$ cat src/design/qat_pkg.sv
package qat_pkg;

  // Byte classes produced by the front end
  typedef enum logic [2:0] {
    CLS_OTHER,
    CLS_SEP,
    CLS_QUOTE,
    CLS_BSLASH,
    CLS_END
  } byte_cls_t;

  typedef struct packed {
    byte_cls_t   cls;
    logic [7:0]  ch;
    logic [7:0]  esc_ch;
  } token_t;

  localparam logic [1:0] KIND_CHAR    = 2'd0;
  localparam logic [1:0] KIND_ARG_END = 2'd1;
  localparam logic [1:0] KIND_EOL     = 2'd2;

  localparam logic [1:0] ERR_NONE     = 2'd0;
  localparam logic [1:0] ERR_UNTERM   = 2'd1;
  localparam logic [1:0] ERR_MANY     = 2'd2;
  localparam logic [1:0] ERR_LONG     = 2'd3;

  localparam logic [7:0] CH_NUL    = 8'h00;
  localparam logic [7:0] CH_SPACE  = 8'h20;
  localparam logic [7:0] CH_LF     = 8'h0a;
  localparam logic [7:0] CH_TAB    = 8'h09;
  localparam logic [7:0] CH_DQUOTE = 8'h22;
  localparam logic [7:0] CH_BSLASH = 8'h5c;
  localparam logic [7:0] CH_N      = 8'h6e;
  localparam logic [7:0] CH_T      = 8'h74;

  localparam logic [7:0] MAX_ARGS_RESET = 8'd16;

  localparam int QueueDepth = 2;

  typedef struct packed {
    logic [1:0] kind;
    logic [7:0] out_char;
    logic [7:0] arg_index;
    logic [7:0] arg_length;
    logic [7:0] arg_count;
    logic       line_end_with_arg;
    logic [1:0] error_code;
    logic       drop_arg;
  } result_t;

endpackage

$ cat src/design/qat_channels.sv
interface qat_in_if;
  logic       valid;
  logic       ready;
  logic [7:0] in_byte;

  modport source (output valid, output in_byte, input ready);
  modport sink (input valid, input in_byte, output ready);
endinterface

interface qat_out_if;
  logic       valid;
  logic       ready;
  logic [1:0] kind;
  logic [7:0] out_char;
  logic [7:0] arg_index;
  logic [7:0] arg_length;
  logic [7:0] arg_count;
  logic       line_end_with_arg;
  logic [1:0] error_code;
  logic       drop_arg;

  modport source (output valid, output kind, output out_char, output arg_index,
                  output arg_length, output arg_count, output line_end_with_arg,
                  output error_code, output drop_arg, input ready);
  modport sink (input valid, input kind, input out_char, input arg_index,
                input arg_length, input arg_count, input line_end_with_arg,
                input error_code, input drop_arg, output ready);
endinterface

interface qat_cfg_if;
  logic       valid;
  logic       ready;
  logic [7:0] max_args;

  modport source (output valid, output max_args, input ready);
  modport sink (input valid, input max_args, output ready);
endinterface

$ cat src/design/quoted_argument_tokenizer.sv
// Splits a zero-terminated line, fed one byte per transfer, into arguments.
// Each byte yields at most one result: a decoded argument byte, an end of
// argument with its length, or an end of line with the argument count and
// any error (unterminated quote, too many arguments, argument too long).
// Sustained rate is one byte per cycle; the front end classifies the byte
// and writes it into a two-entry queue, and the back end takes one queued
// byte per cycle whenever its output register is empty or being drained.
// A byte passes the queue, then the output register. The max_args
// register resets to 16 and should be written only while the block is idle.
module quoted_argument_tokenizer #(
  parameter int MAX_ARG_LEN = 255
) (
  input logic       clk,
  input logic       rst_n,
  qat_in_if.sink    in_ch,
  qat_out_if.source out_ch,
  qat_cfg_if.sink   cfg_ch
);
  import qat_pkg::*;

  logic    q_ready;
  logic    push;
  token_t  push_tok;
  logic    pop;
  logic    pop_valid;
  token_t  pop_tok;
  logic    res_valid;
  result_t res;

  assign cfg_ch.ready = 1'b1;

  qat_front u_front (
    .in_valid (in_ch.valid),
    .in_byte  (in_ch.in_byte),
    .in_ready (in_ch.ready),
    .q_ready  (q_ready),
    .push     (push),
    .push_tok (push_tok)
  );

  qat_queue u_queue (
    .clk        (clk),
    .rst_n      (rst_n),
    .push       (push),
    .push_tok   (push_tok),
    .push_ready (q_ready),
    .pop        (pop),
    .pop_tok    (pop_tok),
    .pop_valid  (pop_valid)
  );

  qat_back #(
    .MAX_ARG_LEN (MAX_ARG_LEN)
  ) u_back (
    .clk       (clk),
    .rst_n     (rst_n),
    .cfg_we    (cfg_ch.valid),
    .cfg_data  (cfg_ch.max_args),
    .tok_valid (pop_valid),
    .tok       (pop_tok),
    .tok_pop   (pop),
    .res_valid (res_valid),
    .res       (res),
    .res_ready (out_ch.ready)
  );

  assign out_ch.valid             = res_valid;
  assign out_ch.kind              = res.kind;
  assign out_ch.out_char          = res.out_char;
  assign out_ch.arg_index         = res.arg_index;
  assign out_ch.arg_length        = res.arg_length;
  assign out_ch.arg_count         = res.arg_count;
  assign out_ch.line_end_with_arg = res.line_end_with_arg;
  assign out_ch.error_code        = res.error_code;
  assign out_ch.drop_arg          = res.drop_arg;

endmodule

$ cat src/design/qat_front.sv
module qat_front (
  input  logic            in_valid,
  input  logic [7:0]      in_byte,
  output logic            in_ready,
  input  logic            q_ready,
  output logic            push,
  output qat_pkg::token_t push_tok
);
  import qat_pkg::*;

  assign in_ready = q_ready;
  assign push     = in_valid && q_ready;

  always_comb begin
    push_tok.ch = in_byte;
    case (in_byte)
      CH_N:    push_tok.esc_ch = CH_LF;
      CH_T:    push_tok.esc_ch = CH_TAB;
      default: push_tok.esc_ch = in_byte;
    endcase
    if (in_byte == CH_NUL) begin
      push_tok.cls = CLS_END;
    end else if (in_byte inside {CH_SPACE, CH_LF, CH_TAB}) begin
      push_tok.cls = CLS_SEP;
    end else if (in_byte == CH_DQUOTE) begin
      push_tok.cls = CLS_QUOTE;
    end else if (in_byte == CH_BSLASH) begin
      push_tok.cls = CLS_BSLASH;
    end else begin
      push_tok.cls = CLS_OTHER;
    end
  end

endmodule

$ cat src/design/qat_queue.sv
module qat_queue (
  input  logic            clk,
  input  logic            rst_n,
  input  logic            push,
  input  qat_pkg::token_t push_tok,
  output logic            push_ready,
  input  logic            pop,
  output qat_pkg::token_t pop_tok,
  output logic            pop_valid
);
  import qat_pkg::*;

  localparam int PtrW = (QueueDepth > 1) ? $clog2(QueueDepth) : 1;
  localparam int CntW = $clog2(QueueDepth + 1);
  localparam logic [PtrW-1:0] LastPtr = PtrW'(QueueDepth - 1);
  localparam logic [CntW-1:0] FullCnt = CntW'(QueueDepth);

  token_t          mem_r [QueueDepth];
  logic [PtrW-1:0] wr_ptr_r, wr_ptr_nxt;
  logic [PtrW-1:0] rd_ptr_r, rd_ptr_nxt;
  logic [CntW-1:0] count_r, count_nxt;

  assign push_ready = (count_r != FullCnt);
  assign pop_valid  = (count_r != '0);
  assign pop_tok    = mem_r[rd_ptr_r];

  always_comb begin
    wr_ptr_nxt = wr_ptr_r;
    rd_ptr_nxt = rd_ptr_r;
    count_nxt  = count_r;
    if (push) begin
      wr_ptr_nxt = (wr_ptr_r == LastPtr) ? '0 : wr_ptr_r + 1'b1;
    end
    if (pop) begin
      rd_ptr_nxt = (rd_ptr_r == LastPtr) ? '0 : rd_ptr_r + 1'b1;
    end
    if (push && !pop) begin
      count_nxt = count_r + 1'b1;
    end else if (pop && !push) begin
      count_nxt = count_r - 1'b1;
    end
  end

  always_ff @(posedge clk) begin
    if (push) begin
      mem_r[wr_ptr_r] <= push_tok;
    end
  end

  always_ff @(posedge clk) begin
    if (!rst_n) begin
      wr_ptr_r <= '0;
      rd_ptr_r <= '0;
      count_r  <= '0;
    end else begin
      wr_ptr_r <= wr_ptr_nxt;
      rd_ptr_r <= rd_ptr_nxt;
      count_r  <= count_nxt;
    end
  end

endmodule

$ cat src/design/qat_back.sv
module qat_back #(
  parameter int MAX_ARG_LEN = 255
) (
  input  logic             clk,
  input  logic             rst_n,
  input  logic             cfg_we,
  input  logic [7:0]       cfg_data,
  input  logic             tok_valid,
  input  qat_pkg::token_t  tok,
  output logic             tok_pop,
  output logic             res_valid,
  output qat_pkg::result_t res,
  input  logic             res_ready
);
  import qat_pkg::*;

  localparam logic [7:0] LenMax = 8'(MAX_ARG_LEN);

  typedef enum logic [2:0] {
    MODE_SKIP,
    MODE_PLAIN,
    MODE_QUOTED,
    MODE_ESCAPE,
    MODE_ENDED,
    MODE_EXCESS
  } mode_t;

  mode_t      mode_r, mode_nxt;
  logic [7:0] cnt_r, cnt_nxt;
  logic [7:0] len_r, len_nxt;
  logic       trunc_r, trunc_nxt;
  logic [7:0] max_args_r;
  logic       out_valid_r;
  result_t    res_r;

  logic       fire;
  logic       emit;
  logic       do_add;
  logic [7:0] add_base;
  logic [7:0] add_ch;
  result_t    res_nxt;

  assign fire      = tok_valid && (!out_valid_r || res_ready);
  assign tok_pop   = fire;
  assign res_valid = out_valid_r;
  assign res       = res_r;

  assign add_base = (mode_r == MODE_SKIP) ? 8'd0 : len_r;
  assign add_ch   = (mode_r == MODE_ESCAPE) ? tok.esc_ch : tok.ch;

  always_comb begin
    mode_nxt  = mode_r;
    cnt_nxt   = cnt_r;
    len_nxt   = len_r;
    trunc_nxt = trunc_r;
    emit      = 1'b0;
    do_add    = 1'b0;
    res_nxt   = '0;

    if (tok.cls == CLS_END) begin
      emit             = 1'b1;
      res_nxt.kind     = KIND_EOL;
      res_nxt.arg_count = cnt_r;
      case (mode_r)
        MODE_PLAIN: begin
          res_nxt.arg_index         = cnt_r;
          res_nxt.arg_length        = len_r;
          res_nxt.arg_count         = cnt_r + 8'd1;
          res_nxt.line_end_with_arg = 1'b1;
          res_nxt.error_code        = trunc_r ? ERR_LONG : ERR_NONE;
        end
        MODE_QUOTED, MODE_ESCAPE: begin
          res_nxt.error_code = ERR_UNTERM;
          res_nxt.drop_arg   = 1'b1;
        end
        MODE_EXCESS: res_nxt.error_code = ERR_MANY;
        default: res_nxt.error_code = ERR_NONE;
      endcase
      // back to a clean line
      mode_nxt  = MODE_SKIP;
      cnt_nxt   = '0;
      len_nxt   = '0;
      trunc_nxt = 1'b0;
    end else begin
      case (mode_r)
        MODE_SKIP: begin
          if (tok.cls != CLS_SEP) begin
            len_nxt   = '0;
            trunc_nxt = 1'b0;
            if (tok.cls == CLS_QUOTE) begin
              mode_nxt = MODE_QUOTED;
            end else begin
              mode_nxt = MODE_PLAIN;
              do_add   = 1'b1;
            end
          end
        end
        MODE_PLAIN: begin
          if (tok.cls == CLS_SEP) begin
            emit               = 1'b1;
            res_nxt.kind       = KIND_ARG_END;
            res_nxt.arg_index  = cnt_r;
            res_nxt.arg_length = len_r;
            res_nxt.error_code = trunc_r ? ERR_LONG : ERR_NONE;
            cnt_nxt            = cnt_r + 8'd1;
            mode_nxt           = MODE_SKIP;
          end else begin
            do_add = 1'b1;
          end
        end
        MODE_QUOTED: begin
          if (tok.cls == CLS_QUOTE) begin
            if (len_r == '0) begin
              // empty quotes end the argument list
              mode_nxt = MODE_ENDED;
            end else begin
              emit               = 1'b1;
              res_nxt.kind       = KIND_ARG_END;
              res_nxt.arg_index  = cnt_r;
              res_nxt.arg_length = len_r;
              res_nxt.error_code = trunc_r ? ERR_LONG : ERR_NONE;
              cnt_nxt            = cnt_r + 8'd1;
              mode_nxt           = MODE_SKIP;
            end
          end else if (tok.cls == CLS_BSLASH) begin
            mode_nxt = MODE_ESCAPE;
          end else begin
            do_add = 1'b1;
          end
        end
        MODE_ESCAPE: begin
          mode_nxt = MODE_QUOTED;
          do_add   = 1'b1;
        end
        default: ;
      endcase

      if (do_add) begin
        if (add_base == '0 && cnt_r >= max_args_r) begin
          mode_nxt = MODE_EXCESS;
        end else if (add_base >= LenMax) begin
          trunc_nxt = 1'b1;
        end else begin
          len_nxt           = add_base + 8'd1;
          emit              = 1'b1;
          res_nxt.kind      = KIND_CHAR;
          res_nxt.out_char  = add_ch;
          res_nxt.arg_index = cnt_r;
        end
      end
    end
  end

  always_ff @(posedge clk) begin
    if (!rst_n) begin
      mode_r      <= MODE_SKIP;
      cnt_r       <= '0;
      len_r       <= '0;
      trunc_r     <= 1'b0;
      max_args_r  <= MAX_ARGS_RESET;
      out_valid_r <= 1'b0;
      res_r       <= '0;
    end else begin
      if (cfg_we) begin
        max_args_r <= cfg_data;
      end
      if (fire) begin
        mode_r  <= mode_nxt;
        cnt_r   <= cnt_nxt;
        len_r   <= len_nxt;
        trunc_r <= trunc_nxt;
      end
      if (fire && emit) begin
        out_valid_r <= 1'b1;
        res_r       <= res_nxt;
      end else if (res_ready) begin
        out_valid_r <= 1'b0;
      end
    end
  end

endmodule
$ cat src/flat_wrapper.sv
// flat-port wrapper written by rule: the top's interface ports become plain ports
module quoted_argument_tokenizer_flat import qat_pkg::*;
#(
  parameter int MAX_ARG_LEN = 255
)
  (clk, rst_n, in_ch_valid, in_ch_in_byte, in_ch_ready, out_ch_valid, out_ch_kind, out_ch_out_char, out_ch_arg_index, out_ch_arg_length, out_ch_arg_count, out_ch_line_end_with_arg, out_ch_error_code, out_ch_drop_arg, out_ch_ready, cfg_ch_valid, cfg_ch_max_args, cfg_ch_ready);
  qat_in_if in_ch_i ();
  qat_out_if out_ch_i ();
  qat_cfg_if cfg_ch_i ();
  input logic clk;
  input logic rst_n;
  input wire logic [$bits(in_ch_i.valid)-1:0] in_ch_valid;
  input wire logic [$bits(in_ch_i.in_byte)-1:0] in_ch_in_byte;
  output wire logic [$bits(in_ch_i.ready)-1:0] in_ch_ready;
  output wire logic [$bits(out_ch_i.valid)-1:0] out_ch_valid;
  output wire logic [$bits(out_ch_i.kind)-1:0] out_ch_kind;
  output wire logic [$bits(out_ch_i.out_char)-1:0] out_ch_out_char;
  output wire logic [$bits(out_ch_i.arg_index)-1:0] out_ch_arg_index;
  output wire logic [$bits(out_ch_i.arg_length)-1:0] out_ch_arg_length;
  output wire logic [$bits(out_ch_i.arg_count)-1:0] out_ch_arg_count;
  output wire logic [$bits(out_ch_i.line_end_with_arg)-1:0] out_ch_line_end_with_arg;
  output wire logic [$bits(out_ch_i.error_code)-1:0] out_ch_error_code;
  output wire logic [$bits(out_ch_i.drop_arg)-1:0] out_ch_drop_arg;
  input wire logic [$bits(out_ch_i.ready)-1:0] out_ch_ready;
  input wire logic [$bits(cfg_ch_i.valid)-1:0] cfg_ch_valid;
  input wire logic [$bits(cfg_ch_i.max_args)-1:0] cfg_ch_max_args;
  output wire logic [$bits(cfg_ch_i.ready)-1:0] cfg_ch_ready;
  assign in_ch_i.valid = in_ch_valid;
  assign in_ch_i.in_byte = in_ch_in_byte;
  assign in_ch_ready = in_ch_i.ready;
  assign out_ch_valid = out_ch_i.valid;
  assign out_ch_kind = out_ch_i.kind;
  assign out_ch_out_char = out_ch_i.out_char;
  assign out_ch_arg_index = out_ch_i.arg_index;
  assign out_ch_arg_length = out_ch_i.arg_length;
  assign out_ch_arg_count = out_ch_i.arg_count;
  assign out_ch_line_end_with_arg = out_ch_i.line_end_with_arg;
  assign out_ch_error_code = out_ch_i.error_code;
  assign out_ch_drop_arg = out_ch_i.drop_arg;
  assign out_ch_i.ready = out_ch_ready;
  assign cfg_ch_i.valid = cfg_ch_valid;
  assign cfg_ch_i.max_args = cfg_ch_max_args;
  assign cfg_ch_ready = cfg_ch_i.ready;
  quoted_argument_tokenizer #(.MAX_ARG_LEN(MAX_ARG_LEN)) u_core (.clk(clk), .rst_n(rst_n), .in_ch(in_ch_i), .out_ch(out_ch_i), .cfg_ch(cfg_ch_i));
endmodule
$ cat config.mk
export PLATFORM = sky130hd
export DESIGN_NAME = quoted_argument_tokenizer_flat
export DESIGN_NICKNAME = d
export VERILOG_FILES = /design/src/design/qat_pkg.sv /design/src/design/qat_channels.sv /design/src/design/quoted_argument_tokenizer.sv /design/src/design/qat_front.sv /design/src/design/qat_queue.sv /design/src/design/qat_back.sv /design/src/flat_wrapper.sv
export SDC_FILE = /design/constraint.sdc
export NUM_CORES = 1
export LEC_CHECK = 0
export BUFFER_PORTS_ARGS = -buffer_cell sky130_fd_sc_hd__buf_2
export CAP_MARGIN = 20
export CORE_MARGIN = 2
export CORE_UTILIZATION = 50
export DETAILED_ROUTE_END_ITERATION = 10
export PLACE_DENSITY = 0.67
export SLEW_MARGIN = 0
export SYNTH_ARGS = -nofsm -noshare
export SYNTH_HDL_FRONTEND = slang
export SYNTH_SLANG_ARGS = --single-unit
$ cat constraint.sdc
create_clock -name clk -period 6.9 [get_ports clk]
set_input_delay 0.69 -clock clk [delete_from_list [all_inputs] [get_ports clk]]
set_output_delay 0.69 -clock clk [all_outputs]
set_load 0.01 [all_outputs]
Word-level counts from Yosys, hierarchy flattened --
Memories as Yosys holds them, arrays and structs flattened. A register that Yosys moved wholly into a read port is not among the register bits. Cells that the tools add are included.
Word-level totals: bits in registers 71, output and inout port bits 41, memories 1, bits in writable memories 38, input bits 21, logic and storage cells 151
Memory list:
- u_core.u_queue.mem_r | words 2, bits a word 19, read ports 1, clocked after memory_dff 1, wr ports 1, line qat_queue.sv:18 | token_t mem_r [QueueDepth];
Cells by class: $lt $le $gt $ge 2, add/sub/neg operators 6, multiplexer cells 84, reductions and logical operators 21, eq/ne operators 20
Operators with widths (count):
- 8-bit two-way mux | 13
- 16-bit two-way mux | 4
- 18-bit two-way mux | 2
- 1-bit two-way mux | 32
- 16-bit one-hot mux with 2 select lines | 1
- 8-bit one-hot mux with 2 select lines | 2
- 3-bit two-way mux | 9
- 25-bit two-way mux | 1
- 8-bit by 7-bit == test with 1-bit output, second input constant | 3
- 8-bit logical NOT | 3
- 2-bit two-way mux | 12
- 17-bit two-way mux | 1
- 8-bit by 1-bit adder with 8-bit output, second input constant | 2
- 8-bit by 4-bit == test with 1-bit output, second input constant | 2
- 8-bit by 6-bit == test with 1-bit output, second input constant | 2
- 3-bit by 2-bit == test with 1-bit output, second input constant | 4
- 3-bit one-hot mux with 4 select lines | 1
- 9-bit two-way mux | 1
- 3-bit inequality test, second input constant | 3
- 8-bit >= comparator | 1
- 8-bit >= comparator, second input constant | 1
- 3-bit by 1-bit == test with 1-bit output, second input constant | 2
- 3-bit == test, second input constant | 2
- 1-bit logical AND | 6
- 16 further kinds | 23

Logic depth before layout (Yosys ltp) --
word-level depth 10, gate-level depth with buffers 13, depth with buffers taken out 10

Cells and area by module --
A second synthesis with hierarchy kept.
Second synthesis, totals: cells, all modules 540, area, all modules 5434.0 µm²
Modules (own cells, without submodules):
- qat_back | seq. area each 1341.3 µm², times used 1, area each 3545.9 µm², cells an instance 418
- qat_queue | seq. area each 1241.2 µm², times used 1, area each 1590.3 µm², cells an instance 81
- qat_front | seq. area each 0.0 µm², times used 1, area each 286.5 µm², cells an instance 39
- quoted_argument_tokenizer | seq. area each 0.0 µm², times used 1, area each 11.3 µm², cells an instance 2

Worst setup path before layout --
No wires, ideal clock.
kind register -> register, start reg u_core.u_back.mode_r[1], end reg u_core.u_back.res_r (netlist bit u_core.u_back.res[17]), slack 4.169 ns, cell stages (with the launch flop) 12, clock period less this slack 2.731 ns, buffers on the path 3, arrival time 2.660 ns, cells stage by stage dfxtp_1 clkbuf_1 o31ai_1 inv_1 ha_1 nand4_1 or3_1 clkbuf_1 a21oi_2 nor2_2 buf_6 mux2i_1
Between the ends: cells in the longest elaborated chain, start to end 8, elaborated cells on any way between the ends 19, classes of those cells 1 x order compare; 3 x eq/ne; 11 x mux; 4 x reduce/logical
Ends and longest elaborated chain:
- start: declaration | line qat_back.sv:28 | mode_t mode_r, mode_nxt;
- start signal: assignment | line qat_back.sv:168 | mode_r <= mode_nxt;
- 3-bit logical NOT | line qat_back.sv:48, qat_back.sv:85
- 8-bit two-way mux | line qat_back.sv:48 | assign add_base = (mode_r == MODE_SKIP) ? 8'd0 : len_r;
- 8-bit >= comparator or 8-bit logical NOT (tied branches) | line qat_back.sv:141, qat_back.sv:139
- 1-bit two-way mux or 1-bit logical AND (tied branches) | line qat_back.sv:141, qat_back.sv:139
- 1-bit two-way mux | line qat_back.sv:139 | if (add_base == '0 && cnt_r >= max_args_r) begin
- 1-bit two-way mux | line qat_back.sv:138 | if (do_add) begin
- 1-bit two-way mux | line qat_back.sv:60 | if (tok.cls == CLS_END) begin
- 1-bit logical AND | line qat_back.sv:173 | if (fire && emit) begin
- end signal: assignment | line qat_back.sv:175 | res_r <= res_nxt;
- end: declaration | line qat_back.sv:34 | result_t res_r;
Parallel ways exist; a longest one is shown, timed or not. The select of a mux whose other input is x is not followed. A chain may end at the register's enable or synchronous reset.

==> impl.org <==
** Run status
- Result of the run :: finished, final reports clean

** Global route
- Entering global routing, the biggest net connects 37 pins.
- Wire length of the first global-routing pass :: 18.32 mm
- For this run, the total global-route usage over all layers was measured as 0.2064.
- Overflow left after global routing :: 0
- The number of antenna violations at the first check in global routing came to 0.
- Via count of the first global-routing pass :: 3,647

** Clock tree
- CTS tree :: done
- Counting the buffers created by CTS gives 9.
- Post-CTS repair changed the size of 0 cells.
- Maximum level of the CTS H-tree :: 3
- At the later pin of the worst-skew pair, clock insertion delay measures 0.38 ns.
- Clock root buffer :: clkbuf_8
- Cts hold-fix bufs :: 0
- Maximum number of buffers from clock root to sink :: 2
- Clock input transition at the sequential cells of the worst setup and hold paths :: 0.10 ns
- Post-CTS timing repair inserted 0 buffers for setup.
- Clk sinks :: 110

** Yosys
- Unique masters post-synth :: 64
- EDFF count, synth :: 38
- Yosys printed 0 warnings.
- Avg Cell Area, Syn :: 10.26 um2
- For this run, the register share of the synthesized area comes to 0.5063.
- Top-area cell type share of the netlist area :: 0.2826
- Cell types occupying the most area after synthesis :: dfxtp_1 28%, edfxtp_1 22%, mux2i_1 5.3%, nand2_1 4.9%, mux4_2 3.5%
- Among all flip-flop cells after synthesis, the most frequent one is dfxtp_1.
- Of all flip-flops after synthesis, the portion carrying an async set or reset was 0.
- The number of nets handed over by synthesis was 531.
- Cell type with the highest aggregate area in the netlist :: dfxtp_1
- The synthesized netlist occupies a cell area of 5101 um2.
- Synthesized netlist cell count :: 497
- Number of register bits inferred by synthesis :: 110

** Placed design
- Worst slack after detailed placement :: 3.398 ns
- In this run the cell area measured after placement is 5479 um2.
- Final HPWL from detailed placement :: 7.880 mm
- Counting tap cells, the placed design contains a total of 670 instances.
- Routability-driven placement congestion ratio :: 0.8872
- The count of buffers added on input and output ports is 60.

** Route
- Number of nets still failing antenna checks after routing :: 0
- Before antenna repair, the detailed router went through 5 iterations.
- Vias per std cell :: 5.672
- In the final routed layout, each cell accounts on average for 16.05 um.
- Number of vias in the routed layout :: 3,891
- DRT iter0 DRCs :: 242
- Post-route DRC :: 0
- Wirelength, routed :: 11.01 mm

** Floorplan
- In this run the vertical extent of the chip is 105.0 um.
- Starting density of the core :: 0.5195
- Number of core rows :: 36
- The die covers 11,030 um2.
- During I/O placement, the number of pins put on the boundary was 62.
- Die Span X :: 105.0 um
- In this run the standard cell core region covers 9819 um2.

** Power
- Power share of the combinational group :: 0.308
- Fraction of power consumed by the clock network :: 0.213
- The analysis attributes to net switching a power of 0.0006158 W.
- Static Leak :: 2.217 nW
- Maximum vdd ir drop :: 0.0001500 V
- Fraction of power consumed by sequential logic :: 0.479
- In this run the power density over the cells is 303.8 nW/um2.
- Cell-internal power :: 0.001104 W
- Of the total power, the share spent switching nets is 0.3581.

** Cells and area
- Final cell utilization of the core :: 0.5765
- Area added between synthesis and finish :: 10.96%
- Leaving out fill and tap cells, the most frequent cell in the layout is dfxtp_1.
- The finished cells cover 5660 um2.
- Fill cells in the final layout number 888.
- Final non-filler cell total :: 686
- Post-layout net count :: 582
- Number of antenna repair diodes :: 0
- The library cells used most frequently in the layout, excluding fill and tap cells, are 72 x dfxtp_1, 66 x nand2_1, 60 x buf_2.
- Fraction of layout cells with a size suffix above 1 :: 0.1790

** STA
- The max-slew violation count was 0.
- Measured against its own limit, the worst slew margin works out to 0.2826.
- Number of endpoints with negative hold slack in the final report :: 0
- Worst-Margin Slew :: 1.075 ns
- Of the available clock period, the critical path in the final layout requires 0.5028.
- Maximum achievable frequency :: 288.2 MHz
- Setup repair after global routing left no endpoint under its margin.
- Counting I/O delays and the setup requirement, the final critical path takes 3.469 ns.
- On the final layout, the worst clock skew is 0.01563 ns.
- Setup violation total in the final timing report :: 0
- Setup slack closes at 3.431 ns.
- Setup total negative slack on the finished layout was measured at 0 ns.

** Min path
- Min-Delay Path Class :: reg -> reg

** Worst setup path
- Worst path arrival time :: 3.77 ns
- Required time of the critical path :: 7.20 ns
- STA classifies the critical path endpoint as a register.
- In this run the worst setup path terminates at u_core.u_back.res[15].
- Capture point of the worst reg-to-reg path :: u_core.u_back.res[15]
- Measured in cells, the most critical reg-to-reg path has a length of 7.
- The worst setup path is of the reg -> reg kind.
- Kind of launch point of the worst setup path :: register
- Worst reg2reg setup slack :: 3.43 ns
- Biggest fanout along the worst timing path :: 18

** Job
- Maximum Capacitance Violations :: 0
==> cells in the mapped netlist, types with 5 or more instances <==
| cell type | count |
|---|---|
| a211oi_1 | 5 |
| a21oi_1 | 21 |
| a22o_1 | 8 |
| a31oi_1 | 5 |
| and3_1 | 7 |
| clkbuf_1 | 17 |
| dfxtp_1 | 72 |
| edfxtp_1 | 38 |
| ha_1 | 13 |
| inv_1 | 20 |
| mux2i_1 | 27 |
| mux4_2 | 8 |
| nand2_1 | 66 |
| nand3_1 | 14 |
| nor2_1 | 43 |
| nor2b_1 | 7 |
| nor3_1 | 14 |
| o21ai_0 | 17 |
| o2bb2ai_1 | 9 |
| xnor2_1 | 5 |
| xor2_1 | 6 |
==> worst min-delay path by stage <==
stage,startpoint,end,slack [ns],depth (start not counted)
2_1_floorplan,u_core.u_back.max_args_r[4],u_core.u_back.max_args_r[4],0.46,2
3_3_place_gp,u_core.u_back.res[16],u_core.u_back.res[16],0.44,2
3_5_place_dp,u_core.u_back.res[17],u_core.u_back.res[17],0.44,2
4_1_cts,u_core.u_back.res[17],u_core.u_back.res[17],0.46,2
5_1_grt,u_core.u_back.res[27],u_core.u_back.res[27],0.48,2
6_report,u_core.u_back.res[2],u_core.u_back.res[2],0.46,2
==> state kept, by name, summed over array words and instances (netlist names), named ones only <==
| name | flops |
|---|---|
| u_core.u_queue.rd_ptr_r | 1 |
| u_core.u_back.max_args_r | 8 |
| u_core.u_back.res_valid | 1 |
| u_core.u_back.res | 38 |
| u_core.u_queue.wr_ptr_r | 1 |
| u_core.u_back.cnt_r | 8 |
| u_core.u_queue.mem_r | 38 |
| u_core.u_back.trunc_r | 1 |
| u_core.u_back.len_r | 8 |
| u_core.u_queue.count_r | 2 |
| u_core.u_back.mode_r | 3 |
==> cell families after synthesis <==
family                     count (synthesis)  share of synthesized area
adders and majority gates                 13                    0.03189
muxes                                     35                    0.08830
AOI/OAI and AO/OA                        102                     0.1486
DFF                                      110                     0.5063
other                                      1                  0.0007351
and+or+nand+nor                          180                     0.1665
buffers and inverters                     45                    0.03875
xor gates and xnor gates                  11                    0.01889
==> final cells by class <==
cell class | instances | area, um2 | area share
inverter | 21 | 78.83 | 0.01393
timing repair buffer | 64 | 330.3 | 0.05836
clock buffer | 9 | 123.9 | 0.02188
clock inverter | 7 | 57.56 | 0.01017
sequential | 110 | 2582 | 0.4562
tap | 133 | 166.4 | 0.02940
multi-input combinational | 342 | 2321 | 0.4100
==> per-stage QoR <==
stage | power [W] | hold slack, ns
global placement | 0.001349 | 0.4396
detailed placement | 0.001366 | 0.4441
global route | 0.001815 | 0.4752
CTS | 0.001726 | 0.4611
finish | 0.001720 | 0.4575
floorplan | 0.001220 | 0.4593
==> metal layers <==
layer | track usage | routed length [um] | up-vias | part of all wire
met1 | 0.2959 | 5237 | 1858 | 0.48
li1 | - | - | 1914 | -
met4 | 0.06000 | 146 | 0 | 0.013
met5 | 0 | 0 | - | 0
met2 | 0.3247 | 5124 | 106 | 0.47
met3 | 0.03119 | 499 | 13 | 0.045
==> power groups by stage <==
stage               Combinational, W  Clock, W  Sequential, W
finish                      0.000530  0.000366       0.000824
global route                0.000580  0.000398       0.000837
CTS                         0.000528  0.000373       0.000825
detailed placement          0.000526         0       0.000840
global placement            0.000514         0       0.000835
floorplan                   0.000402         0       0.000819
==> critical path: stages (launching register included) <==
cell	delay [ns]
dfxtp_1	0.79
nor2_1	0.15
a31oi_1	0.55
o221a_2	0.31
a21boi_2	0.39
a21oi_2	0.12
nor2_2	0.82
mux2i_1	0.27
(Power assumes the default switching activity.)
